==> config.mk <==
export PLATFORM = sky130hd
export DESIGN_NAME = lbp_window
export DESIGN_NICKNAME = d
export VERILOG_FILES = /design/src/design/assert_macros.svh /design/src/design/lbp_pkg.sv /design/src/design/lbp_window.sv
export SDC_FILE = /design/constraint.sdc
export NUM_CORES = 1
export LEC_CHECK = 0
export BUFFER_PORTS_ARGS = -buffer_cell sky130_fd_sc_hd__buf_4
export CORE_ASPECT_RATIO = 0.7
export CORE_MARGIN = 3
export CORE_UTILIZATION = 50
export CTS_CLUSTER_DIAMETER = 60
export DETAILED_ROUTE_END_ITERATION = 7
export PLACE_DENSITY = 0.8
export REMOVE_ABC_BUFFERS = 1
export SYNTH_ARGS = -nofsm -noshare
export SYNTH_HDL_FRONTEND = slang
export SYNTH_SLANG_ARGS = --single-unit
==> constraint.sdc <==
create_clock -name clk -period 1.1 [get_ports clk]
set_input_delay 0.165 -clock clk [delete_from_list [all_inputs] [get_ports clk]]
set_output_delay 0.165 -clock clk [all_outputs]
set_load 0.01 [all_outputs]
==> src/design/assert_macros.svh <==
// Assertion macros used by the RTL top level.
`ifndef ASSERT_MACROS_SVH
`define ASSERT_MACROS_SVH

// Property checked on every clock edge, off while reset is asserted.
`define ASSERT_CLK(label, prop, msg) \
    label: assert property (@(posedge clk) disable iff (!rst_n) prop) else $error(msg);

// Condition that must never be true outside reset.
`define ASSERT_NEVER(label, cond, msg) \
    label: assert property (@(posedge clk) disable iff (!rst_n) !(cond)) else $error(msg);

`endif

==> src/design/lbp_pkg.sv <==
// Shared constants, types and elaboration-time tables for the uniform LBP core.
`timescale 1ns / 1ps

package lbp_pkg;

    localparam int PIX_W         = 8;
    localparam int LABEL_W       = 6;
    localparam int CODE_W        = 8;
    localparam int WIDTH_CFG_W   = 11;
    localparam int HEIGHT_CFG_W  = 13;
    localparam int CFG_DATA_W    = 13;
    localparam int CFG_INDEX_W   = 1;
    localparam int MAX_HEIGHT    = 4096;
    localparam int ROW_W         = 12;
    localparam int HEIGHT_W      = 13;
    localparam int DEF_RADIUS    = 2;
    localparam int DEF_MAX_WIDTH = 1024;
    localparam int NEIGHBORS     = 8;
    localparam int WIDTH_RESET   = 640;
    localparam int HEIGHT_RESET  = 480;
    localparam int Q8_ONE        = 256;
    localparam int WIN_IDX_W     = 3;
    localparam int WEIGHT_W      = 9;
    localparam int ACC_W         = 17;
    localparam int NUM_CODES     = 256;

    localparam logic [CFG_INDEX_W-1:0] CFG_IMAGE_WIDTH  = 1'b0;
    localparam logic [CFG_INDEX_W-1:0] CFG_IMAGE_HEIGHT = 1'b1;

    typedef logic [LABEL_W-1:0] label_lut_t [NUM_CODES];

    // Window taps and Q8 bilinear weights of one sample point.
    typedef struct packed {
        logic [WIN_IDX_W-1:0] y1;
        logic [WIN_IDX_W-1:0] x1;
        logic                 dy;
        logic                 dx;
        logic [WEIGHT_W-1:0]  w1;
        logic [WEIGHT_W-1:0]  w2;
        logic [WEIGHT_W-1:0]  w3;
        logic [WEIGHT_W-1:0]  w4;
    } point_geom_t;

    // cos(k*pi/4) in Q8
    function automatic int unit_cos_q8(input int k);
        int v;
        begin
            case (k & 7)
                0:       v = 256;
                1:       v = 181;
                2:       v = 0;
                3:       v = -181;
                4:       v = -256;
                5:       v = -181;
                6:       v = 0;
                7:       v = 181;
                default: v = 0;
            endcase
            return v;
        end
    endfunction

    function automatic point_geom_t point_geom(input int radius, input int k);
        int offx;
        int offy;
        int tx;
        int ty;
        int fx;
        int fy;
        int w1;
        int w2;
        int w3;
        int w4;
        point_geom_t g;
        begin
            offx = radius * unit_cos_q8(k);
            // sin(k*pi/4) = cos((k-2)*pi/4); rows grow downward
            offy = -(radius * unit_cos_q8(k + 6));
            tx   = offx + 1024;
            ty   = offy + 1024;
            fx   = tx & 255;
            fy   = ty & 255;
            w2   = (fx * (Q8_ONE - fy) + 128) >> 8;
            w3   = ((Q8_ONE - fx) * fy + 128) >> 8;
            w4   = (fx * fy + 128) >> 8;
            w1   = Q8_ONE - w2 - w3 - w4;
            g.x1 = WIN_IDX_W'(radius + (tx >> 8) - 4);
            g.y1 = WIN_IDX_W'(radius + (ty >> 8) - 4);
            g.dx = (fx != 0);
            g.dy = (fy != 0);
            g.w1 = WEIGHT_W'(w1);
            g.w2 = WEIGHT_W'(w2);
            g.w3 = WEIGHT_W'(w3);
            g.w4 = WEIGHT_W'(w4);
            return g;
        end
    endfunction

    function automatic int transitions(input int code);
        int n;
        begin
            n = 0;
            for (int i = 0; i < 8; i++)
            begin
                if (((code >> i) & 1) != ((code >> ((i + 1) & 7)) & 1))
                    n++;
            end
            return n;
        end
    endfunction

    // Uniform codes numbered 1.. in ascending code order, the rest 0.
    function automatic label_lut_t build_label_lut();
        label_lut_t lut;
        int lab;
        begin
            lab = 1;
            for (int c = 0; c < NUM_CODES; c++)
            begin
                if (transitions(c) <= 2)
                begin
                    lut[c] = LABEL_W'(lab);
                    lab++;
                end
                else
                begin
                    lut[c] = '0;
                end
            end
            return lut;
        end
    endfunction

    localparam label_lut_t LABEL_LUT = build_label_lut();

endpackage

==> src/design/lbp_window.sv <==
// Square pixel window, shifted left by one column per pixel.
`timescale 1ns / 1ps

module lbp_window #(
    parameter int RADIUS = lbp_pkg::DEF_RADIUS
) (
    input  logic                                                 clk,
    input  logic                                                 rst_n,
    input  logic                                                 shift,
    input  logic [2*RADIUS-1:0][lbp_pkg::PIX_W-1:0]              line,
    input  logic [lbp_pkg::PIX_W-1:0]                            pixel,
    output logic [2*RADIUS:0][2*RADIUS:0][lbp_pkg::PIX_W-1:0]    win
);

    localparam int WIN   = 2 * RADIUS + 1;
    localparam int LINES = 2 * RADIUS;

    logic [WIN-1:0][WIN-1:0][lbp_pkg::PIX_W-1:0] win_reg;

    assign win = win_reg;

    always_ff @(posedge clk or negedge rst_n)
    begin
        if (!rst_n)
        begin
            win_reg <= '0;
        end
        else if (shift)
        begin
            for (int y = 0; y < WIN; y++)
                for (int x = 0; x < WIN - 1; x++)
                    win_reg[y][x] <= win_reg[y][x + 1];
            for (int k = 0; k < LINES; k++)
                win_reg[k][WIN-1] <= line[k];
            win_reg[WIN-1][WIN-1] <= pixel;
        end
    end

endmodule

; Yosys cells after proc, flatten, opt, wreduce, memory -nomap -nowiden
; Cells that the tools add are included.
[word_totals]
register_bits = 200
inputBits = 43
output_inout_bits = 200
elab_cells = 25

; Logic depth before layout (Yosys ltp)
; Gate-level depths: netlist of run 1.
[depth]
depth_word = 0
mapped_depth = 3
ltp_nobuf = 1

; Worst setup path before layout of run 1
; OpenSTA, ideal clock, no wires.
[synth_timing]
path_type = input -> register
start = input shift
end = register win_reg (netlist bit win[112])
setup_time_ps = 125
arrival_time_ps = 774
required_time_ps = 975
slack_ps = 202
stages = 3
n_path_buf = 2
cell_sequence = buf_6 -> clkbuf_8 -> mux2_2
[synth_lines]
columns = item, line_no
row1 = from (decl), lbp_window.sv:9  ; input logic shift,
row2 = "to (signal, indexed assignment)", lbp_window.sv:32  ; win_reg[y][x] <= win_reg[y][x + 1];
row3 = "to (signal, indexed assignment)", lbp_window.sv:34  ; win_reg[k][WIN-1] <= line[k];
row4 = "to (signal, indexed assignment)", lbp_window.sv:35  ; win_reg[WIN-1][WIN-1] <= pixel;
row5 = to (decl), lbp_window.sv:18  ; logic [WIN-1:0][WIN-1:0][lbp_pkg::PIX_W-1:0] win_reg;
; No word-level cell between the ends.

; Final worst setup path of run 1
[layout_timing]
start = register win_reg (netlist bit win[168])
end = output win[168] (netlist bit)
[layout_lines]
columns = item, line_no
row1 = to (decl), lbp_window.sv:12  ; output logic [2*RADIUS:0][2*RADIUS:0][lbp_pkg::PIX_W-1:0] win
; No word-level cell between the ends.

==> flow_summary.yaml, run 1 <==
layout:
  fin_area_um2: 12800
  layout-drive-gt1-share_pct: 74.14
  post-route-util_pct: 89.33
  nets: 962
  largest_reg_flops: 200
  syn_to_final_growth_pct: 69.38
  fill_cells: 507
  antenna_cells: 0
  multi_input_area_um2: 2252
  regArea_um2: 5006
drt:
  drt-pass1-iter-count: 4
  wl_um: 25680
  drt-vias-per-instance: 5.104
  num_vias: 5727
  drtAntennaViolNets: 0
  drt_drc_violations_left: 0
  wl_per_cell_um: 22.89
  drt_iter0_drc: 247
logic_synthesis:
  avgSynthCellArea_um2: 17.90
  synth_seq_area_share_pct: 66.25
  synth.cell_area_um2: 7555
  synth_cells: 422
  ys_ff_latch: 200
  ys_warn_count: 0
  ys_types: 4
floorplan:
  coreArea_um2: 14320
  start_util_pct: 52.74
  rows: 36
  die_area_um2: 16640
  boundaryPins: 243
  die_x_um: 152.9
  die_height_um: 108.8
sta:
  drv_slew: 0
  skew_ns: 0.01280
  finalSetupViolCount: 201
  fin_crit_sh_pct: 110.0
  hold_violations: 0
  tightest_slew_ns: 0.4064
  final.min_clock_period_ns: 1.210
  rsz0062_at_grt: "true"
  fmax_mhz: 826.7
  fin_ws_ns: -0.1096
  max_slew_margin_pct: 72.91
critical_path:
  worstPathMaxFanout: 2
  critical_path.max_stage_delay_ns: 0.46
  crit_slowest_cell: "dfrtp_1"
  endpoint_kind: "output pin"
  worstReg2RegStart: "win[175]"
  critPathRequiredTime_ns: 0.94
  crit_type: "reg2out"
  critPathTopFamily: "flip-flops"
  crit_buf_inv: 1
  critPathArrivalTime_ns: 1.04
  r2r_slack_ns: -0.02
  reg2reg_depth: 3
  path_cells: "buf_6"
  startpoint_type: "flip-flop"
  r2r_end: "win[167]"
hold_path:
  hold_path_class: "in2async"
cts:
  clockBufferDepth: 2
  cts_tree: "done"
  root_buffer: "clkbuf_16"
  numCtsBuffers: 17
  clk_pin_slew_worst_paths_ns: 0.07
  clkSinkCount: 200
  clk_latency_ns: 0.43
  cts_htree_levels: 4
placement:
  io_buffers: 242
  postPlaceCellArea_um2: 9589
  detailed_place_hpwl_um: 12200
  gp_congestion: 0.7746
job:
  cap_violations: 0
global_route:
  grt_pass1_wl_um: 35830
  grt_pass1_vias: 6197
  antenna_found_initial: 0
  grt_max_degree: 41
  grt.overflow.total: 0
  grt_usage_pct: 28.15
status:
  outcome: "finished, violations left"
  violations: "negative setup slack"
power:
  p_per_area_nw_per_um2: 1979
  vdd_drop_max_v: 0.001705
  p_total_mw: 25.33
  leakagePower_nw: 6.103
worst max path at each step:
stage                        start        to  cells past startpoint
after detailed placement     shift  win[199]                      3
after CTS                  win[53]   win[53]                      1
after global routing       win[13]   win[13]                      1
final                     win[168]  win[168]                      1
after global placement       shift  win[199]                      3
after floorplan             win[8]    win[0]                      1
stage by stage:
step	setup TNS (ns)	worst slack [ns]	hold slack [ns]	cells
finish	-6.269	-0.1096	0.2685	1122
global route	-12.03	-0.1165	0.2770	1122
CTS	-7.150	-0.07702	0.2408	1063
global placement	-0.1279	-0.008944	0.1216	856
detailed placement	-0.8902	-0.05058	0.1282	856
floorplan	0	0.3188	-0.1306	400
where the power goes:
part	switching [mW]	internal, mW
Sequential	1.43	8.81
Combinational	3.13	5.53
Clock	2.92	3.52
Total	7.47	17.9
final cells by class:
| cell class | instances | area share, % |
|---|---|---|
| Clock inverter | 12 | 1.085 |
| Tap cell | 190 | 1.858 |
| Timing Repair Buffer | 500 | 36.77 |
| Sequential cell | 200 | 39.12 |
| Clock buffer | 20 | 3.569 |
| Multi-Input combinational cell | 200 | 17.60 |
cell usage after synthesis, drive strengths merged:
library cell | n | area share [%]
mux2 | 200 | 30
dfrtp | 200 | 66
buf | 2 | 0.30
clkbuf | 20 | 3.6
routing by layer:
metal,track usage (%),part of all wire [%],up-vias
met5,0,0,-
met4,9.917,2.5,0
met3,7.695,7.8,48
met2,49.75,53,269
met1,33.80,37,2923
li1,-,-,2487
repair_timing:
| item | 4_1_cts | 5_1_grt |
|---|---|---|
| hold buffers | 41 | 0 |
| endpoints found under the hold margin | 109 | 0 |
| resized for setup | 200 | 1 |
| pin swaps | 0 | 0 |
| setup buffers | 134 | 59 |
| setup endpoints to repair | 200 | 200 |
placed cells by master (no fill, tap or decap):
cell type      count
bufinv_16          2
dfrtp_1          199
clkbuf_8           3
dlygate4sd3_1     41
clkbuf_1           1
dfrtp_2            1
clkinvlp_4         3
inv_8              1
buf_4            250
buf_6            201
clkbuf_16         17
inv_6              4
buf_12             7
clkinv_2           2
mux2_2           200
cell families (layout without fill, tap and decap cells):
logic type,count (synthesis),after routing,share of synthesized area [%]
multiplexers,200,200,29.81
buffers and inverters,22,532,3.942
flip-flops,200,200,66.25
(Power assumes the default switching activity.)
==> inputs of run 2 (changes only) <==
--- a/config.mk
+++ b/config.mk
@@ -11,6 +11,7 @@
 export CORE_UTILIZATION = 50
 export CTS_CLUSTER_DIAMETER = 60
 export DETAILED_ROUTE_END_ITERATION = 7
+export GPL_TIMING_DRIVEN = 0
 export PLACE_DENSITY = 0.8
 export REMOVE_ABC_BUFFERS = 1
 export SYNTH_ARGS = -nofsm -noshare
==> run 2 against run 1 <==
  * Final cell count is 2.0% lower
  * Global-route usage shrank 0.97 points
  * Register-to-register slack gained 0.02 ns
  * Clock power increased by 1%
  * Worst hold slack got worse by 0.55 ns
  * Core utilization fell by 1.2 points
  * Count of clock-buffer cells in the layout unchanged
  * The run ends with negative hold slack, negative setup slack left
  * Largest cell class unchanged
  * Power up 0.56%
  * Combinational power is 1% higher
  * Routed wire length shrank 1.1%
  * Flip-flop and latch count unchanged
  * Highest routed layer unchanged
  * Via count is 1.7% lower
  * Largest power group unchanged
  * Critical endpoint is now win[174]
==> flow_summary.yaml, run 2 (synthesis gave the netlist of run 1 again) <==
floorplan:
  rows: 36
  start_util_pct: 52.74
  die_x_um: 152.9
  coreArea_um2: 14320
  die_area_um2: 16640
  boundaryPins: 243
  die_height_um: 108.8
critical_path:
  critPathTopFamily: "flip-flops"
  crit_slowest_cell: "dfrtp_1"
  startpoint_type: "flip-flop"
  crit_buf_inv: 1
  endpoint_kind: "output pin"
  crit_type: "reg2out"
  critPathRequiredTime_ns: 0.94
  path_cells: "buf_6"
  critical_path.max_stage_delay_ns: 0.44
  critPathArrivalTime_ns: 1.01
  worstPathMaxFanout: 3
cts:
  postCtsHoldBufs: 40
  clk_latency_ns: 0.43
  clk_pin_slew_worst_paths_ns: 0.07
  cts_htree_levels: 4
  numCtsBuffers: 17
  clkSinkCount: 200
  cts_tree: "done"
  clockBufferDepth: 2
  root_buffer: "clkbuf_16"
global_route:
  antenna_found_initial: 0
  grt_pass1_wl_um: 34440
  grt_max_degree: 109
  grt_usage_pct: 27.18
  grt_pass1_vias: 5923
  grt.overflow.total: 0
placement:
  gp_congestion: 0.7589
  io_buffers: 242
  detailed_place_hpwl_um: 10860
  dpl_worst_slack_ns: -0.6284
sta:
  whs_ns: -0.2864
  drv_slew: 0
  skew_ns: 0.01269
  max_slew_margin_pct: 51.67
  rsz0062_at_grt: "true"
  hold_violations: 92
  fin_ws_ns: -0.07883
  fmax_mhz: 848.3
  finalSetupViolCount: 198
  tightest_slew_ns: 0.7249
  fin_crit_sh_pct: 107.2
  final.min_clock_period_ns: 1.179
  setup_tns_ns: -5.992
layout:
  layout-drive-gt1-share_pct: 73.60
  fill_cells: 521
  nets: 941
  antenna_cells: 0
  largest_reg_flops: 200
  syn_to_final_growth_pct: 67.08
  final_cell_mix: "buf_4 (234), mux2_2 (200), buf_6 (200)"
  final_common_cell: "buf_4"
drt:
  drt_iter0_drc: 277
  drt_drc_violations_left: 0
  num_vias: 5627
  drtAntennaViolNets: 0
  drt-vias-per-instance: 5.120
  wl_per_cell_um: 23.11
  wl_um: 25400
  drt-pass1-iter-count: 4
job:
  cap_violations: 0
power:
  vdd_drop_max_v: 0.001304
  p_per_area_nw_per_um2: 2018
  p_total_mw: 25.47
  leakagePower_nw: 6.005
status:
  outcome: "finished, violations left"
  violations: "negative hold slack, negative setup slack"
hold_path:
  hold_path_class: "in2async"
==> run 2: cell count changes in the layout (fill, tap and decap cells not counted) <==
cell           delta
clkinvlp_4        -2
buf_16            +3
clkinv_4          +2
dlygate4sd3_1     -1
buf_4            -16
inv_6             -2
buf_12            -6
clkbuf_8          -1
inv_8             -1
bufinv_16         +1
buf_6             -1
buf_8             +1
==> run 2: path summary, 6_finish.rpt <==
| path | start | end | slack [ns] | cells past startpoint |
|---|---|---|---|---|
| worst max-delay path | win[174] | win[174] | -0.08 | 1 |
| worst min register to register | win[81] | win[81] | 0.54 | 1 |
| max in group asynchronous | rst_n | win[136] | 0.41 | 2 |
| min in group clk | shift | win[116] | 0.26 | 2 |
| worst min-delay path | rst_n | win[184] | -0.29 | 1 |
| worst max register to register | win[168] | win[168] | 0 | 3 |
==> run 2: timing repair <==
item / in CTS / in global routing
buffers inserted: 120 / 74
gates cloned: 1 / 0
gates resized for setup: 202 / 1
endpoints found under the hold margin: 132 / 92
endpoints found under the setup margin: 319 / 200
==> run 2: layer usage <==
metal	share of wire, %	GRT usage, %
met1	37	30.85
met2	52	49.05
met3	7.8	9.203
met4	2.9	8.964
met5	0	0
==> run 2: power by group <==
| part | total [mW] | leakage (nW) | switching, mW | internal, mW |
|---|---|---|---|---|
| combinational | 8.77 | 3.36 | 3.22 | 5.55 |
| sequential | 10.2 | 2.35 | 1.36 | 8.81 |
| clock | 6.52 | 0.293 | 2.83 | 3.70 |
| total | 25.5 | 6.00 | 7.41 | 18.1 |
==> run 2: stage by stage <==
| step | instances | instance area (µm²) | util, % | hold slack, ns |
|---|---|---|---|---|
| finish | 1099 | 12620 | 88.12 | -0.2864 |
| global route | 1099 | 12620 | 88.12 | -0.2410 |
| CTS | 1025 | 12070 | 84.23 | -0.2468 |
| detailed placement | 834 | 9382 | 65.50 | 0.2120 |
| global placement | 832 | 9311 | 65.01 | 0.3975 |
| floorplan | 400 | 7257 | - | -0.1306 |
==> run 2: layout make-up <==
cell class / instances / area (µm²) / share of cell area (%)
Clock buffer: 20 / 456.7 / 3.618
Clock inverter: 10 / 142.6 / 1.130
Multi-Input combinational cell: 200 / 2252 / 17.84
Sequential cell: 200 / 5006 / 39.66
Tap cell: 190 / 237.7 / 1.883
Timing Repair Buffer: 479 / 4527 / 35.86
==> inputs of run 3 (changes only) <==
--- a/config.mk
+++ b/config.mk
@@ -9,6 +9,7 @@
 export CORE_ASPECT_RATIO = 0.7
 export CORE_MARGIN = 3
 export CORE_UTILIZATION = 50
+export CTS_BUF_LIST = sky130_fd_sc_hd__clkbuf_4 sky130_fd_sc_hd__clkbuf_8
 export CTS_CLUSTER_DIAMETER = 60
 export DETAILED_ROUTE_END_ITERATION = 7
 export GPL_TIMING_DRIVEN = 0
==> run 3 against run 2 <==
  * The run still ends with negative hold slack, negative setup slack left
  * Critical endpoint unchanged
  * Clock power is 24% lower
  * Critical path type unchanged
  * Power is 7.6% lower
  * Critical path depth stayed put
  * Final cell count is 1.9% lower
  * Routed wire length is 6.7% lower
  * First-iteration DRC count is 4.7% higher
  * Maximum frequency is 4.7% lower
  * Global-route usage is 1.3 points lower
  * Combinational power is 3.9% lower
  * Highest routed layer unchanged
  * Sequential share of layout area is 1.1 points higher
  * Worst hold slack worse by 0.050 ns
==> flow_summary.yaml, run 3 (synthesis gave the netlist of run 1 again) <==
status:
  outcome: "finished, violations left"
  violations: "negative hold slack, negative setup slack"
layout:
  layout-drive-gt1-share_pct: 72.97
  largest_reg_flops: 200
  final_common_cell: "buf_4"
  final_cell_mix: "buf_4 (213), mux2_2 (200), buf_6 (200), dfrtp_1 (200), dlygate4sd3_1 (40)"
  fin_area_um2: 12280
  antenna_cells: 0
  syn_to_final_growth_pct: 62.49
  fill_cells: 575
  nets: 920
power:
  vdd_drop_max_v: 0.001279
  pwr-share-clk_pct: 21.1
  p_per_area_nw_per_um2: 1918
  p_total_mw: 23.54
  pwr-share-seq_pct: 43.1
  leakagePower_nw: 5.820
  switching_share_pct: 29.61
  intPower_mw: 16.57
  switching_power_mw: 6.971
  pwr-share-comb_pct: 35.8
critical_path:
  r2r_slack_ns: -0.05
  startpoint_type: "flip-flop"
  endpoint_kind: "output pin"
  critical_path.max_stage_delay_ns: 0.46
  crit_type: "reg2out"
  crit_slowest_cell: "dfrtp_1"
  critPathRequiredTime_ns: 0.94
  critPathArrivalTime_ns: 1.07
  crit_start: "win[174]"
  path_cells: "buf_6"
  worstPathMaxFanout: 3
  worstReg2RegStart: "win[101]"
  critPathTopFamily: "flip-flops"
  crit_buf_inv: 1
global_route:
  antenna_found_initial: 0
  grt_pass1_vias: 5906
  grt_max_degree: 109
  grt_usage_pct: 25.87
  grt_pass1_wl_um: 33080
  grt.overflow.total: 0
placement:
  postPlaceCellArea_um2: 9382
  dpl_worst_slack_ns: -0.6284
  gp_congestion: 0.7589
  detailed_place_hpwl_um: 10860
  io_buffers: 242
sta:
  whs_ns: -0.3360
  finalSetupViolCount: 202
  drv_slew: 0
  fin_ws_ns: -0.1368
  fin_crit_sh_pct: 112.4
  skew_ns: 0.01417
  tightest_slew_ns: 0.7521
  final.min_clock_period_ns: 1.237
  fmax_mhz: 808.5
  hold_violations: 92
  max_slew_margin_pct: 49.86
  rsz0062_at_grt: "true"
drt:
  num_vias: 5492
  drtAntennaViolNets: 0
  drt-vias-per-instance: 5.095
  drt_iter0_drc: 290
  drt_drc_violations_left: 0
  wl_per_cell_um: 21.99
  wl_um: 23710
  drt-pass1-iter-count: 5
cts:
  numCtsBuffers: 17
  clk_pin_slew_worst_paths_ns: 0.10
  postCtsHoldBufs: 40
  clk_latency_ns: 0.45
  cts_htree_levels: 4
  clockBufferDepth: 2
  root_buffer: "clkbuf_8"
  clkSinkCount: 200
  cts_tree: "done"
floorplan:
  die_area_um2: 16640
  die_x_um: 152.9
  rows: 36
  coreArea_um2: 14320
  die_height_um: 108.8
  boundaryPins: 243
  start_util_pct: 52.74
hold_path:
  hold_path_class: "in2async"
job:
  cap_violations: 0
-- run 3: cell count changes in the layout (fill, tap and decap cells not counted), sizes merged --
cell / previous run / this run
buf: 439 / 418
-- run 3: cell type report --
type / count / area, µm² / share of cell area, %
tap: 190 / 237.7 / 1.937
clock buffer: 20 / 269.0 / 2.191
multi-input combinational: 200 / 2252 / 18.35
sequential: 200 / 5005 / 40.77
clock inverter: 10 / 142.6 / 1.162
timing repair buffer: 458 / 4369 / 35.59
-- run 3: path summary, 6_finish.rpt --
kind | endpoint | cells past startpoint
worst max-delay path | win[174] | 1
worst max register to register | win[101] | 3
worst min register to register | win[46] | 1
min in group clk | win[108] | 2
worst min-delay path | win[176] | 1
max in group asynchronous | win[48] | 2
-- run 3: through the flow --
step / setup TNS, ns / cells / hold WS, ns / utilization, %
after detailed placement: -85.38 / 834 / 0.2120 / 65.50
after floorplan: 0 / 400 / -0.1306 / -
final: -13.00 / 1078 / -0.3360 / 85.70
after CTS: -17.72 / 1022 / -0.3053 / 82.80
after global placement: -526.67 / 832 / 0.3975 / 65.01
after global routing: -23.62 / 1078 / -0.2953 / 85.70
-- run 3: metal layers --
layer,part of all wire [%],global-route usage [%],wire (µm),vias to the layer above
li1,-,-,-,2403
met1,38,30.23,8930,2800
met2,52,45.33,12320,249
met3,8.1,8.965,1924,40
met4,2.2,8.837,527,0
met5,0,0,0,-
-- run 3: power by group through the flow --
stage	Clock [mW]	Combinational (mW)	Sequential, mW
after floorplan	0	1.37	10.5
after detailed placement	0	5.17	9.98
final	4.96	8.43	10.1
after global routing	5.38	8.83	10.3
after global placement	0	5.05	9.85
after CTS	4.96	7.50	9.95
-- run 3: what timing repair did --
item | 4_1_cts | 5_1_grt
hold endpoints to repair | 132 | 92
cloned | 1 | 0
setup endpoints to repair | 319 | 257
setup buffers | 117 | 56
resized for setup | 201 | 1
