`src/design/assert_macros.svh`:
```
// Assertion macros used by the RTL top level.
`ifndef ASSERT_MACROS_SVH
`define ASSERT_MACROS_SVH

// Property checked on every clock edge, off while reset is asserted.
`define ASSERT_CLK(label, prop, msg) \
    label: assert property (@(posedge clk) disable iff (!rst_n) prop) else $error(msg);

// Condition that must never be true outside reset.
`define ASSERT_NEVER(label, cond, msg) \
    label: assert property (@(posedge clk) disable iff (!rst_n) !(cond)) else $error(msg);

`endif

```
`src/design/lbp_pkg.sv`:
```
// Shared constants, types and elaboration-time tables for the uniform LBP core.
`timescale 1ns / 1ps

package lbp_pkg;

    localparam int PIX_W         = 8;
    localparam int LABEL_W       = 6;
    localparam int CODE_W        = 8;
    localparam int WIDTH_CFG_W   = 11;
    localparam int HEIGHT_CFG_W  = 13;
    localparam int CFG_DATA_W    = 13;
    localparam int CFG_INDEX_W   = 1;
    localparam int MAX_HEIGHT    = 4096;
    localparam int ROW_W         = 12;
    localparam int HEIGHT_W      = 13;
    localparam int DEF_RADIUS    = 2;
    localparam int DEF_MAX_WIDTH = 1024;
    localparam int NEIGHBORS     = 8;
    localparam int WIDTH_RESET   = 640;
    localparam int HEIGHT_RESET  = 480;
    localparam int Q8_ONE        = 256;
    localparam int WIN_IDX_W     = 3;
    localparam int WEIGHT_W      = 9;
    localparam int ACC_W         = 17;
    localparam int NUM_CODES     = 256;

    localparam logic [CFG_INDEX_W-1:0] CFG_IMAGE_WIDTH  = 1'b0;
    localparam logic [CFG_INDEX_W-1:0] CFG_IMAGE_HEIGHT = 1'b1;

    typedef logic [LABEL_W-1:0] label_lut_t [NUM_CODES];

    // Window taps and Q8 bilinear weights of one sample point.
    typedef struct packed {
        logic [WIN_IDX_W-1:0] y1;
        logic [WIN_IDX_W-1:0] x1;
        logic                 dy;
        logic                 dx;
        logic [WEIGHT_W-1:0]  w1;
        logic [WEIGHT_W-1:0]  w2;
        logic [WEIGHT_W-1:0]  w3;
        logic [WEIGHT_W-1:0]  w4;
    } point_geom_t;

    // cos(k*pi/4) in Q8
    function automatic int unit_cos_q8(input int k);
        int v;
        begin
            case (k & 7)
                0:       v = 256;
                1:       v = 181;
                2:       v = 0;
                3:       v = -181;
                4:       v = -256;
                5:       v = -181;
                6:       v = 0;
                7:       v = 181;
                default: v = 0;
            endcase
            return v;
        end
    endfunction

    function automatic point_geom_t point_geom(input int radius, input int k);
        int offx;
        int offy;
        int tx;
        int ty;
        int fx;
        int fy;
        int w1;
        int w2;
        int w3;
        int w4;
        point_geom_t g;
        begin
            offx = radius * unit_cos_q8(k);
            // sin(k*pi/4) = cos((k-2)*pi/4); rows grow downward
            offy = -(radius * unit_cos_q8(k + 6));
            tx   = offx + 1024;
            ty   = offy + 1024;
            fx   = tx & 255;
            fy   = ty & 255;
            w2   = (fx * (Q8_ONE - fy) + 128) >> 8;
            w3   = ((Q8_ONE - fx) * fy + 128) >> 8;
            w4   = (fx * fy + 128) >> 8;
            w1   = Q8_ONE - w2 - w3 - w4;
            g.x1 = WIN_IDX_W'(radius + (tx >> 8) - 4);
            g.y1 = WIN_IDX_W'(radius + (ty >> 8) - 4);
            g.dx = (fx != 0);
            g.dy = (fy != 0);
            g.w1 = WEIGHT_W'(w1);
            g.w2 = WEIGHT_W'(w2);
            g.w3 = WEIGHT_W'(w3);
            g.w4 = WEIGHT_W'(w4);
            return g;
        end
    endfunction

    function automatic int transitions(input int code);
        int n;
        begin
            n = 0;
            for (int i = 0; i < 8; i++)
            begin
                if (((code >> i) & 1) != ((code >> ((i + 1) & 7)) & 1))
                    n++;
            end
            return n;
        end
    endfunction

    // Uniform codes numbered 1.. in ascending code order, the rest 0.
    function automatic label_lut_t build_label_lut();
        label_lut_t lut;
        int lab;
        begin
            lab = 1;
            for (int c = 0; c < NUM_CODES; c++)
            begin
                if (transitions(c) <= 2)
                begin
                    lut[c] = LABEL_W'(lab);
                    lab++;
                end
                else
                begin
                    lut[c] = '0;
                end
            end
            return lut;
        end
    endfunction

    localparam label_lut_t LABEL_LUT = build_label_lut();

endpackage

```
`src/design/lbp_sampler.sv`:
```
// Eight interpolated circle samples compared with the centre pixel, giving the LBP code.
`timescale 1ns / 1ps

module lbp_sampler #(
    parameter int RADIUS = lbp_pkg::DEF_RADIUS
) (
    input  logic [2*RADIUS:0][2*RADIUS:0][lbp_pkg::PIX_W-1:0] win,
    output logic [lbp_pkg::CODE_W-1:0]                        code
);

    localparam int ACC_W = lbp_pkg::ACC_W;

    logic [ACC_W-1:0] mid_q8;

    assign mid_q8 = {1'b0, win[RADIUS][RADIUS], 8'd0};

    for (genvar k = 0; k < lbp_pkg::NEIGHBORS; k++)
    begin : g_point
        localparam lbp_pkg::point_geom_t G = lbp_pkg::point_geom(RADIUS, k);
        localparam int X1 = int'(G.x1);
        localparam int Y1 = int'(G.y1);
        localparam int X2 = X1 + int'(G.dx);
        localparam int Y2 = Y1 + int'(G.dy);

        logic [ACC_W-1:0] acc;

        // weights are elaboration constants; sum of weights is 256
        assign acc = ACC_W'(G.w1) * ACC_W'(win[Y1][X1])
                   + ACC_W'(G.w2) * ACC_W'(win[Y1][X2])
                   + ACC_W'(G.w3) * ACC_W'(win[Y2][X1])
                   + ACC_W'(G.w4) * ACC_W'(win[Y2][X2]);

        // point 0 lands in the MSB
        assign code[lbp_pkg::NEIGHBORS - 1 - k] = (acc > mid_q8);
    end

endmodule

```
`config.mk`:
```
export PLATFORM = sky130hd
export DESIGN_NAME = lbp_sampler
export DESIGN_NICKNAME = d
export VERILOG_FILES = /design/src/design/assert_macros.svh /design/src/design/lbp_pkg.sv /design/src/design/lbp_sampler.sv
export SDC_FILE = /design/constraint.sdc
export NUM_CORES = 1
export LEC_CHECK = 0
export BUFFER_PORTS_ARGS = -buffer_cell sky130_fd_sc_hd__buf_4
export CAP_MARGIN = 20
export CORE_ASPECT_RATIO = 2
export CORE_MARGIN = 2
export CORE_UTILIZATION = 40
export DETAILED_ROUTE_END_ITERATION = 6
export GPL_TIMING_DRIVEN = 0
export PLACE_DENSITY = 0.57
export SYNTH_ARGS = -nofsm -noshare
export SYNTH_HDL_FRONTEND = slang
export SYNTH_SLANG_ARGS = --single-unit
```
`constraint.sdc`:
```
create_clock -name vclk -period 18.48
set_input_delay 0.924 -clock vclk [all_inputs]
set_output_delay 0.924 -clock vclk [all_outputs]
set_load 0.03 [all_outputs]
```
* After elaboration in Yosys (flattened, before gate mapping)
Index checks and enable logic that the tools add are counted.
** Operators by class
- Add/subtract/negate cells :: 12
- Multipliers :: 16
- $lt $le $gt $ge :: 8
** Operators with widths (number)
- 5-bit by 8-bit multiplier with 13-bit output (first input constant) :: 8
- 4-bit by 8-bit multiplier with 12-bit output (first input constant) :: 8
- 17-bit by 16-bit greater-than comparator with 1-bit output :: 4
- 16-bit greater-than comparator :: 4
- 16-bit by 14-bit adder with 17-bit output :: 3
- 17-bit by 14-bit adder with 17-bit output :: 2
- 15-bit by 14-bit adder with 16-bit output :: 2
- 14-bit by 14-bit adder with 15-bit output :: 2
- 16-bit by 15-bit adder with 17-bit output :: 1
- 14-bit by 15-bit adder with 16-bit output :: 1
- 15-bit by 15-bit adder with 16-bit output :: 1
** Storage, ports and cells
- Register bits after elaboration :: 0
- Input port bits :: 200
- Output and inout bits :: 8
- Word-level logic and storage cells :: 36

* Depth between registers and ports, before layout
Gate-level depths: netlist of the first run.
- Word-level depth :: 5
- Depth in mapped cells :: 29
- Depth with buffers taken out :: 29

* Least setup slack after synthesis of the first run
No wires, ideal clock.
- Path type :: input -> output
- Start point :: input win[12] (netlist bit)
- End point :: output code[4] (netlist bit)
- Arrival :: 7.579 ns
- Data required time :: 17.556 ns
- Slack :: 9.977 ns
- Stages :: 28
- Buffers on the path :: 1
- Path through :: inv_1 fa_1 inv_1 fa_1 inv_1 fa_1 inv_1 ha_1 or2_0 or3_1 a41o_1 a21oi_1 xor2_1 fa_1 fa_1 inv_1 ha_1 clkbuf_1 a21oi_1 nor2_1 a211oi_1 o21ai_1 xor2_1 ha_1 or4b_1 nor4_1 o221ai_1 a22o_1
** On the way
- Longest elaborated chain between the ends :: 5
** RTL lines
- start, declared :: line lbp_sampler.sv:7 : input logic [2*RADIUS:0][2*RADIUS:0][lbp_pkg::PIX_W-1:0] win,
- 5-bit by 8-bit multiplier with 13-bit output :: line lbp_sampler.sv:29 : + ACC_W'(G.w2) * ACC_W'(win[Y1][X2])
- 14-bit by 14-bit adder with 15-bit output :: line lbp_sampler.sv:29
- 15-bit by 14-bit adder with 16-bit output :: line lbp_sampler.sv:30 : + ACC_W'(G.w3) * ACC_W'(win[Y2][X1])
- 16-bit by 15-bit adder with 17-bit output :: line lbp_sampler.sv:31 : + ACC_W'(G.w4) * ACC_W'(win[Y2][X2]);
- 17-bit by 16-bit greater-than comparator with 1-bit output :: line lbp_sampler.sv:34 : assign code[lbp_pkg::NEIGHBORS - 1 - k] = (acc > mid_q8);
- end, declared :: line lbp_sampler.sv:8 : output logic [lbp_pkg::CODE_W-1:0] code
No other way between the ends.

* Final worst setup path of the first run
Ends and elaborated chain as after synthesis.

==> results of run 1 <==
[worst max path at each step]
stage                          to  depth (start not counted)     from  slack (ns)
after floorplan           code[4]                         28  win[12]        9.98
after global placement    code[4]                         30  win[12]        9.09
after detailed placement  code[4]                         30  win[12]        9.03
after CTS                 code[4]                         30  win[12]        9.01
after global routing      code[4]                         30  win[12]        8.66
final                     code[4]                         30  win[12]        9.06
[worst max-delay path: cells and delay by family]
kind / cells / cell delay, ns
AOI/OAI and AO/OA: 7 / 1.49
xor gates and xnor gates: 2 / 0.41
adders and majority gates: 8 / 3.43
buffers and inverters: 8 / 0.81
and+or+nand+nor: 5 / 1.43
[placed cells by master (no fill, tap or decap), types with 47 or more instances in the layout]
| master | netlist | final |
|---|---|---|
| inv_1 | 596 | 596 |
| fa_1 | 272 | 272 |
| nand2_1 | 72 | 72 |
| xnor2_1 | 69 | 69 |
| nor2_1 | 109 | 109 |
| a21oi_1 | 96 | 96 |
| xor2_1 | 86 | 86 |
| o211ai_1 | 47 | 47 |
| ha_1 | 444 | 444 |
| buf_4 | 0 | 176 |
| o21a_1 | 48 | 48 |
| o21ai_0 | 65 | 65 |
[per-stage QoR]
stage / area, sq um / hold slack [ns]
after global routing: 21400 / 2.414
final: 21410 / 2.394
after global placement: 21400 / 2.393
after floorplan: 19290 / 2.207
after detailed placement: 21400 / 2.395
after CTS: 21400 / 2.396
[cell type report]
cell class	instances	area (sq um)
diodes	2	5.005
plain buffers	2	7.507
fillers	4841	26100
inverters	596	2237
multi-input cells	1670	17050
well taps	632	790.8
repair buffers	176	1321
[cell families (layout without fill, tap and decap cells)]
family | after synthesis | after routing | share of synthesized area [%]
compound gates | 409 | 409 | 14.16
xor+xnor | 155 | 155 | 7.037
fa+ha+maj | 716 | 716 | 57.02
buf+inv | 598 | 774 | 11.63
other cells | 0 | 2 | 0
simple gates | 390 | 390 | 10.14
[per-layer routing]
metal / wire, um / track usage, % / vias to the layer above
li1: - / - / 7771
met1: 16950 / 19.42 / 7559
met2: 27040 / 40.74 / 229
met3: 1819 / 2.661 / 50
met4: 767 / 2.562 / 8
met5: 55 / 0 / -
==> run_summary.xml, run 1 <==
<?xml version="1.0" encoding="UTF-8"?>
<metrics>
  <group name="setup_path">
    <metric name="worst_setup_path_start_kind" unit="">primary input</metric>
    <metric name="critical_path_class" unit="">in -&gt; out</metric>
    <metric name="nature_of_the_critical_path_endpoint" unit="">primary output</metric>
    <metric name="worst-path-max-fanout" unit="">7</metric>
    <metric name="max_stage_delay" unit="ns">0.55</metric>
    <metric name="crit_required" unit="ns">17.56</metric>
    <metric name="cp_data_arrival_time" unit="ns">8.50</metric>
    <metric name="cell_with_the_largest_stage_delay_on_the_worst_path" unit="">fa_1</metric>
  </group>
  <group name="layout">
    <metric name="area_delta_synth_final" unit="%">10.97</metric>
    <metric name="drive_gt1_share" unit="%">7.610</metric>
    <metric name="seq_cell_count" unit="">0</metric>
    <metric name="seq_area" unit="sq um">0</metric>
    <metric name="layoutNonFillerInstCount" unit="">3078</metric>
    <metric name="final_core_util" unit="%">45.07</metric>
    <metric name="clkbuf_count" unit="">0</metric>
    <metric name="final_layout_net_count" unit="">3362</metric>
  </group>
  <group name="placed_design">
    <metric name="place_worst_setup_slack" unit="ns">9.031</metric>
    <metric name="place_hpwl" unit="um">43140</metric>
    <metric name="placed_cells" unit="">3076</metric>
    <metric name="port_buffers" unit="">176</metric>
    <metric name="gp_routability_congestion" unit="">0.9031</metric>
  </group>
  <group name="synthesis">
    <metric name="synth-seq-area-share" unit="%">0</metric>
    <metric name="synth_largest_type_area_fraction" unit="%">28.80</metric>
    <metric name="synthesized_instance_count" unit="">2268</metric>
    <metric name="synth_area_leaders" unit="">ha_1 29%, fa_1 28%, inv_1 12%</metric>
    <metric name="synth.cells.most_frequent" unit="">596 x inv_1, 444 x ha_1, 272 x fa_1, 109 x nor2_1, 96 x a21oi_1</metric>
    <metric name="yosysWarningCount" unit="">0</metric>
    <metric name="syn_area" unit="sq um">19290</metric>
    <metric name="postSynthAreaPerCell" unit="sq um">8.506</metric>
    <metric name="yosys.cell_count.top_type" unit="">inv_1</metric>
    <metric name="synth_nets" unit="">3184</metric>
    <metric name="synth.lib_cells_used.distinct" unit="">63</metric>
    <metric name="yosys.area.top_type" unit="">ha_1</metric>
  </group>
  <group name="global_route">
    <metric name="grt_start_max_net_pins" unit="">9</metric>
    <metric name="grt_overflow_total" unit="">0</metric>
    <metric name="grt_antenna_before_repair" unit="">6</metric>
    <metric name="track_usage" unit="%">19.05</metric>
    <metric name="grt_first_pass_wirelength" unit="um">79320</metric>
    <metric name="grt_pass1_vias" unit="">16939</metric>
  </group>
  <group name="sta">
    <metric name="final-max-slew-violation-count" unit="">0</metric>
    <metric name="worstMarginPinSlew" unit="ns">0.5800</metric>
    <metric name="maxSlewHeadroom" unit="%">60.33</metric>
    <metric name="grt_setup_unrepaired" unit="">no</metric>
    <metric name="clock.fmax" unit="MHz">106.1</metric>
    <metric name="layout_min_cycle_time" unit="ns">9.424</metric>
    <metric name="final.setup.worst_slack" unit="ns">9.056</metric>
    <metric name="tns" unit="ns">0</metric>
    <metric name="timing.final.setup_violations" unit="">0</metric>
    <metric name="finalHoldViolations" unit="">0</metric>
    <metric name="period_utilization" unit="%">51.00</metric>
  </group>
  <group name="routing">
    <metric name="routed_wire_length_per_instance" unit="um">15.15</metric>
    <metric name="postRouteWirelength" unit="um">46630</metric>
    <metric name="detailroute.via_count" unit="">15617</metric>
    <metric name="postRouteAntennaNets" unit="">0</metric>
    <metric name="drt-initial-drc-count" unit="">385</metric>
    <metric name="detail_route.first_pass.iterations" unit="">4</metric>
    <metric name="drcViolationCount" unit="">0</metric>
    <metric name="avgViaCountPerCell" unit="">5.074</metric>
  </group>
  <group name="die">
    <metric name="dieHeight" unit="um">314.6</metric>
    <metric name="die_area" unit="sq um">50110</metric>
    <metric name="starting_density" unit="%">40.61</metric>
    <metric name="std_cell_rows" unit="">113</metric>
    <metric name="die_w" unit="um">159.3</metric>
    <metric name="core-area" unit="sq um">47510</metric>
    <metric name="ios" unit="">208</metric>
  </group>
  <group name="min_path">
    <metric name="holdPathStages" unit="">6</metric>
    <metric name="worst_hold_start" unit="">win[113]</metric>
    <metric name="worst_hold_path.endpoint" unit="">code[7]</metric>
    <metric name="hp-class" unit="">in -&gt; out</metric>
  </group>
  <group name="clock_tree">
    <metric name="ctsHoldBuffers" unit="">0</metric>
    <metric name="postCtsSetupRepairBufs" unit="">0</metric>
    <metric name="post_cts_resized" unit="">0</metric>
  </group>
  <group name="job">
    <metric name="max_cap_violations" unit="">0</metric>
  </group>
  <group name="status">
    <metric name="status" unit="">finished, final reports clean</metric>
  </group>
</metrics>
Power of run 1 is not shown: default switching activity piles up to over one toggle a cycle in this logic, so the estimate is an artifact.
==> inputs of run 2 (changes only) <==
--- a/config.mk
+++ b/config.mk
@@ -5,6 +5,7 @@
 export SDC_FILE = /design/constraint.sdc
 export NUM_CORES = 1
 export LEC_CHECK = 0
+export ABC_AREA = 1
 export BUFFER_PORTS_ARGS = -buffer_cell sky130_fd_sc_hd__buf_4
 export CAP_MARGIN = 20
 export CORE_ASPECT_RATIO = 2
@@ -12,7 +13,7 @@
 export CORE_UTILIZATION = 40
 export DETAILED_ROUTE_END_ITERATION = 6
 export GPL_TIMING_DRIVEN = 0
-export PLACE_DENSITY = 0.57
+export PLACE_DENSITY = 0.59
 export SYNTH_ARGS = -nofsm -noshare
 export SYNTH_HDL_FRONTEND = slang
 export SYNTH_SLANG_ARGS = --single-unit
==> constraint.sdc (replaced) <==
create_clock -name vclk -period 8
set_input_delay 0.4 -clock vclk [all_inputs]
set_output_delay 0.4 -clock vclk [all_outputs]
set_load 0.03 [all_outputs]
==> run_summary.xml, run 2 <==
<?xml version="1.0" encoding="UTF-8"?>
<metrics>
  <group name="synthesis">
    <metric name="yosys.cell_count.top_type" unit="">inv_1</metric>
    <metric name="synth.lib_cells_used.distinct" unit="">31</metric>
    <metric name="synth.cells.most_frequent" unit="">750 x inv_1, 444 x ha_1, 404 x nand2_1, 272 x fa_1, 155 x a21oi_1</metric>
    <metric name="postSynthAreaPerCell" unit="sq um">7.525</metric>
    <metric name="synth_nets" unit="">3579</metric>
    <metric name="synth_area_leaders" unit="">ha_1 28%, fa_1 27%, inv_1 14%</metric>
    <metric name="yosysWarningCount" unit="">0</metric>
    <metric name="syn_area" unit="sq um">20040</metric>
    <metric name="synth_largest_type_area_fraction" unit="%">27.72</metric>
    <metric name="synthesized_instance_count" unit="">2663</metric>
    <metric name="yosys.area.top_type" unit="">ha_1</metric>
    <metric name="synth-seq-area-share" unit="%">0</metric>
  </group>
  <group name="sta">
    <metric name="maxSlewHeadroom" unit="%">57.62</metric>
    <metric name="finalHoldViolations" unit="">0</metric>
    <metric name="layout_min_cycle_time" unit="ns">7.462</metric>
    <metric name="worstMarginPinSlew" unit="ns">0.6350</metric>
    <metric name="final.setup.worst_slack" unit="ns">0.5382</metric>
    <metric name="final-max-slew-violation-count" unit="">0</metric>
    <metric name="timing.final.setup_violations" unit="">0</metric>
    <metric name="period_utilization" unit="%">93.27</metric>
    <metric name="tns" unit="ns">0</metric>
    <metric name="grt_setup_unrepaired" unit="">no</metric>
    <metric name="clock.fmax" unit="MHz">134.0</metric>
  </group>
  <group name="min_path">
    <metric name="hp-class" unit="">in -&gt; out</metric>
  </group>
  <group name="setup_path">
    <metric name="critical_path_class" unit="">in -&gt; out</metric>
    <metric name="max_stage_delay" unit="ns">0.55</metric>
    <metric name="worst_setup_path_start_kind" unit="">primary input</metric>
    <metric name="crit_path_frequent_cell" unit="">inv_1</metric>
    <metric name="cp_data_arrival_time" unit="ns">7.06</metric>
    <metric name="crit_required" unit="ns">7.60</metric>
    <metric name="cell_with_the_largest_stage_delay_on_the_worst_path" unit="">fa_1</metric>
    <metric name="nature_of_the_critical_path_endpoint" unit="">primary output</metric>
    <metric name="worst-path-max-fanout" unit="">6</metric>
  </group>
  <group name="die">
    <metric name="die_w" unit="um">162.3</metric>
    <metric name="starting_density" unit="%">40.25</metric>
    <metric name="core-area" unit="sq um">49780</metric>
    <metric name="ios" unit="">208</metric>
    <metric name="dieHeight" unit="um">320.5</metric>
    <metric name="die_area" unit="sq um">52010</metric>
    <metric name="std_cell_rows" unit="">116</metric>
  </group>
  <group name="job">
    <metric name="max_cap_violations" unit="">0</metric>
  </group>
  <group name="global_route">
    <metric name="globalRouteMet2Util" unit="%">42.51</metric>
    <metric name="grt_first_pass_wirelength" unit="um">83510</metric>
    <metric name="track_usage" unit="%">19.45</metric>
    <metric name="grt_pass1_vias" unit="">18661</metric>
    <metric name="global_routing_usage_on_met3" unit="%">0.5949</metric>
    <metric name="grt_overflow_total" unit="">0</metric>
    <metric name="gr-usage-met1" unit="%">19.19</metric>
    <metric name="grt.busiest_layer" unit="">met2</metric>
    <metric name="grt_antenna_before_repair" unit="">2</metric>
    <metric name="grt_start_max_net_pins" unit="">9</metric>
  </group>
  <group name="layout">
    <metric name="area_delta_synth_final" unit="%">10.66</metric>
    <metric name="layout.cells.most_common" unit="">inv_1</metric>
    <metric name="mostFrequentLayoutCells" unit="">750 x inv_1, 444 x ha_1, 404 x nand2_1</metric>
    <metric name="seq_cell_count" unit="">0</metric>
    <metric name="seq_area" unit="sq um">0</metric>
    <metric name="drive_gt1_share" unit="%">6.763</metric>
    <metric name="clkbuf_count" unit="">0</metric>
    <metric name="num_antenna_cells" unit="">0</metric>
    <metric name="final_layout_net_count" unit="">3757</metric>
  </group>
  <group name="routing">
    <metric name="routed_wire_length_per_instance" unit="um">14.20</metric>
    <metric name="postRouteWirelength" unit="um">49530</metric>
    <metric name="detail_route.first_pass.iterations" unit="">5</metric>
    <metric name="postRouteAntennaNets" unit="">0</metric>
    <metric name="avgViaCountPerCell" unit="">4.887</metric>
    <metric name="drt-initial-drc-count" unit="">467</metric>
    <metric name="detailroute.via_count" unit="">17045</metric>
    <metric name="drcViolationCount" unit="">0</metric>
  </group>
  <group name="placed_design">
    <metric name="gp_routability_congestion" unit="">0.8927</metric>
    <metric name="place_hpwl" unit="um">46380</metric>
    <metric name="place_worst_setup_slack" unit="ns">0.4780</metric>
    <metric name="port_buffers" unit="">176</metric>
  </group>
  <group name="status">
    <metric name="status" unit="">finished, final reports clean</metric>
  </group>
</metrics>
run 2: cell types whose count changed in the layout (fill, tap and decap cells not counted), moves of 42 or more:
cell,change
inv_1,+154
o211ai_1,-43
o21a_1,-42
nand2_1,+332
a21oi_1,+58
nand3_1,+98
run 2: per-layer routing:
layer | up-vias | share of wire, %
met5 | - | 0.026
met4 | 2 | 3.0
met3 | 73 | 2.0
met2 | 253 | 59
met1 | 8069 | 36
li1 | 8648 | -
run 2: per-stage QoR:
stage	hold slack, ns	utilization, %	cells	instance area (sq um)
final	1.340	44.54	3488	22180
after global routing	1.395	44.54	3488	22180
after CTS	1.352	44.54	3488	22170
after detailed placement	1.344	44.54	3488	22170
after global placement	1.342	44.54	3488	22170
after floorplan	1.170	-	2663	20040
run 2: cell families after synthesis:
| family | share of synthesized area, % |
|---|---|
| buffers and inverters | 14.05 |
| AND/OR/NAND/NOR | 15.52 |
| adder cells (fa/ha/maj) | 54.90 |
| AO/OA/AOI/OAI | 8.973 |
| XOR/XNOR | 6.556 |
run 2: path summary, 6_finish.rpt:
path	to	slack, ns	from	cells after the start
max	code[6]	0.54	win[26]	33
min	code[7]	1.34	win[119]	5
run 2: final cells by class:
cell class / instances / area, sq um
well taps: 649 / 812.0
inverters: 750 / 2815
repair buffers: 176 / 1321
fillers: 5144 / 27610
multi-input cells: 1913 / 17230
run 2: worst max-delay path: cells and delay by family:
family	cells	cell delay, ns
compound gates	4	0.77
xor+xnor	2	0.54
fa+ha+maj	8	3.58
buf+inv	8	0.70
simple gates	11	1.06
run 2: what timing repair did:
action	CTS	global route
hold buffers	0	0
gates resized for setup	0	1
setup endpoints to repair	0	1
setup buffers	0	0
Power of run 2 is left out for the same reason.
==> inputs of run 3 (changes only) <==
--- a/config.mk
+++ b/config.mk
@@ -14,6 +14,7 @@
 export DETAILED_ROUTE_END_ITERATION = 6
 export GPL_TIMING_DRIVEN = 0
 export PLACE_DENSITY = 0.59
+export RECOVER_POWER = 50
 export SYNTH_ARGS = -nofsm -noshare
 export SYNTH_HDL_FRONTEND = slang
 export SYNTH_SLANG_ARGS = --single-unit
==> run_summary.xml, run 3 (synthesis gave the netlist of run 2 again) <==
<?xml version="1.0" encoding="UTF-8"?>
<metrics>
  <group name="status">
    <metric name="status" unit="">finished, final reports clean</metric>
  </group>
  <group name="sta">
    <metric name="fin_hold_ws" unit="ns">1.407</metric>
    <metric name="worstMarginPinSlew" unit="ns">0.6345</metric>
    <metric name="final-max-slew-violation-count" unit="">0</metric>
    <metric name="tns" unit="ns">0</metric>
    <metric name="maxSlewHeadroom" unit="%">57.65</metric>
    <metric name="finalHoldViolations" unit="">0</metric>
    <metric name="grt_setup_unrepaired" unit="">no</metric>
    <metric name="period_utilization" unit="%">93.23</metric>
    <metric name="layout_min_cycle_time" unit="ns">7.458</metric>
    <metric name="clock.fmax" unit="MHz">134.1</metric>
    <metric name="timing.final.setup_violations" unit="">0</metric>
  </group>
  <group name="routing">
    <metric name="detailroute.via_count" unit="">17045</metric>
    <metric name="detail_route.first_pass.iterations" unit="">5</metric>
    <metric name="routed_wire_length_per_instance" unit="um">14.19</metric>
    <metric name="avgViaCountPerCell" unit="">4.887</metric>
    <metric name="drt-initial-drc-count" unit="">460</metric>
    <metric name="postRouteAntennaNets" unit="">0</metric>
    <metric name="drcViolationCount" unit="">0</metric>
    <metric name="postRouteWirelength" unit="um">49500</metric>
  </group>
  <group name="setup_path">
    <metric name="max_stage_delay" unit="ns">0.55</metric>
    <metric name="setup.worst_path.start" unit="">win[26]</metric>
    <metric name="nature_of_the_critical_path_endpoint" unit="">primary output</metric>
    <metric name="worst-path-max-fanout" unit="">6</metric>
    <metric name="critPathCapture" unit="">code[6]</metric>
    <metric name="crit_path_frequent_cell" unit="">inv_1</metric>
    <metric name="crit_required" unit="ns">7.60</metric>
    <metric name="cp_data_arrival_time" unit="ns">7.06</metric>
    <metric name="cell_with_the_largest_stage_delay_on_the_worst_path" unit="">fa_1</metric>
    <metric name="worst_setup_path_start_kind" unit="">primary input</metric>
    <metric name="critical_path_class" unit="">in -&gt; out</metric>
  </group>
  <group name="global_route">
    <metric name="grt_antenna_before_repair" unit="">2</metric>
    <metric name="grt_overflow_total" unit="">0</metric>
    <metric name="grt_first_pass_wirelength" unit="um">83510</metric>
    <metric name="track_usage" unit="%">19.45</metric>
    <metric name="grt_start_max_net_pins" unit="">9</metric>
    <metric name="grt_pass1_vias" unit="">18661</metric>
  </group>
  <group name="placed_design">
    <metric name="place_hpwl" unit="um">46380</metric>
    <metric name="gp_routability_congestion" unit="">0.8927</metric>
    <metric name="port_buffers" unit="">176</metric>
  </group>
  <group name="layout">
    <metric name="mostFrequentLayoutCells" unit="">750 x inv_1, 444 x ha_1, 404 x nand2_1</metric>
    <metric name="layout.cells.most_common" unit="">inv_1</metric>
    <metric name="seq_cell_count" unit="">0</metric>
    <metric name="final_core_util" unit="%">44.51</metric>
    <metric name="num_antenna_cells" unit="">0</metric>
    <metric name="final_layout_net_count" unit="">3757</metric>
    <metric name="seq_area" unit="sq um">0</metric>
    <metric name="area_delta_synth_final" unit="%">10.59</metric>
    <metric name="drive_gt1_share" unit="%">6.622</metric>
    <metric name="clkbuf_count" unit="">0</metric>
  </group>
  <group name="min_path">
    <metric name="hp-class" unit="">in -&gt; out</metric>
  </group>
  <group name="die">
    <metric name="starting_density" unit="%">40.25</metric>
    <metric name="std_cell_rows" unit="">116</metric>
    <metric name="ios" unit="">208</metric>
    <metric name="core-area" unit="sq um">49780</metric>
    <metric name="die_area" unit="sq um">52010</metric>
    <metric name="die_w" unit="um">162.3</metric>
    <metric name="dieHeight" unit="um">320.5</metric>
  </group>
  <group name="job">
    <metric name="max_cap_violations" unit="">0</metric>
  </group>
</metrics>
run 3: cell types whose count changed in the layout (fill, tap and decap cells not counted), sizes merged:
cell / change
buf: -4
clkbuf: +4
run 3: what timing repair did:
action / 4_1_cts / 5_1_grt
buffers inserted: 0 / 0
hold buffers: 0 / 0
resized for setup: 0 / 1
endpoints found under the setup margin: 0 / 1
run 3: stage by stage:
step | instances | setup slack [ns] | cell area, sq um
floorplan | 2663 | 1.592 | 20040
global placement | 3488 | 0.4986 | 22170
detailed placement | 3488 | 0.4780 | 22170
CTS | 3488 | 0.4482 | 22170
global route | 3488 | 0.01889 | 22160
finish | 3488 | 0.5417 | 22160
run 3: per-layer routing:
metal,GRT usage (%),up-vias,wire (um)
met4,4.779,2,1471
met3,0.5949,73,1010
met2,42.51,248,29240
met5,0,-,13
li1,-,8643,-
met1,19.19,8079,17770
run 3: worst max-delay path, delay by kind of cell:
kind	cells	cell delay, ns
AO/OA/AOI/OAI	4	0.77
adder cells (fa/ha/maj)	8	3.58
buffers and inverters	8	0.70
AND/OR/NAND/NOR	11	1.05
XOR/XNOR	2	0.54
run 3: worst min path at each step:
stage,start,end,slack (ns),depth (start not counted)
final,win[82],code[3],1.41,6
after global routing,win[82],code[3],1.49,6
after CTS,win[119],code[7],1.35,5
after detailed placement,win[119],code[7],1.34,5
after global placement,win[87],code[3],1.34,5
after floorplan,win[114],code[7],1.17,4
run 3: final cells by class:
type / count / area (sq um)
repair buffers: 176 / 1306
well taps: 649 / 812.0
multi-input cells: 1913 / 17230
inverters: 750 / 2815
fillers: 5149 / 27620
Power of run 3 is left out for the same reason.
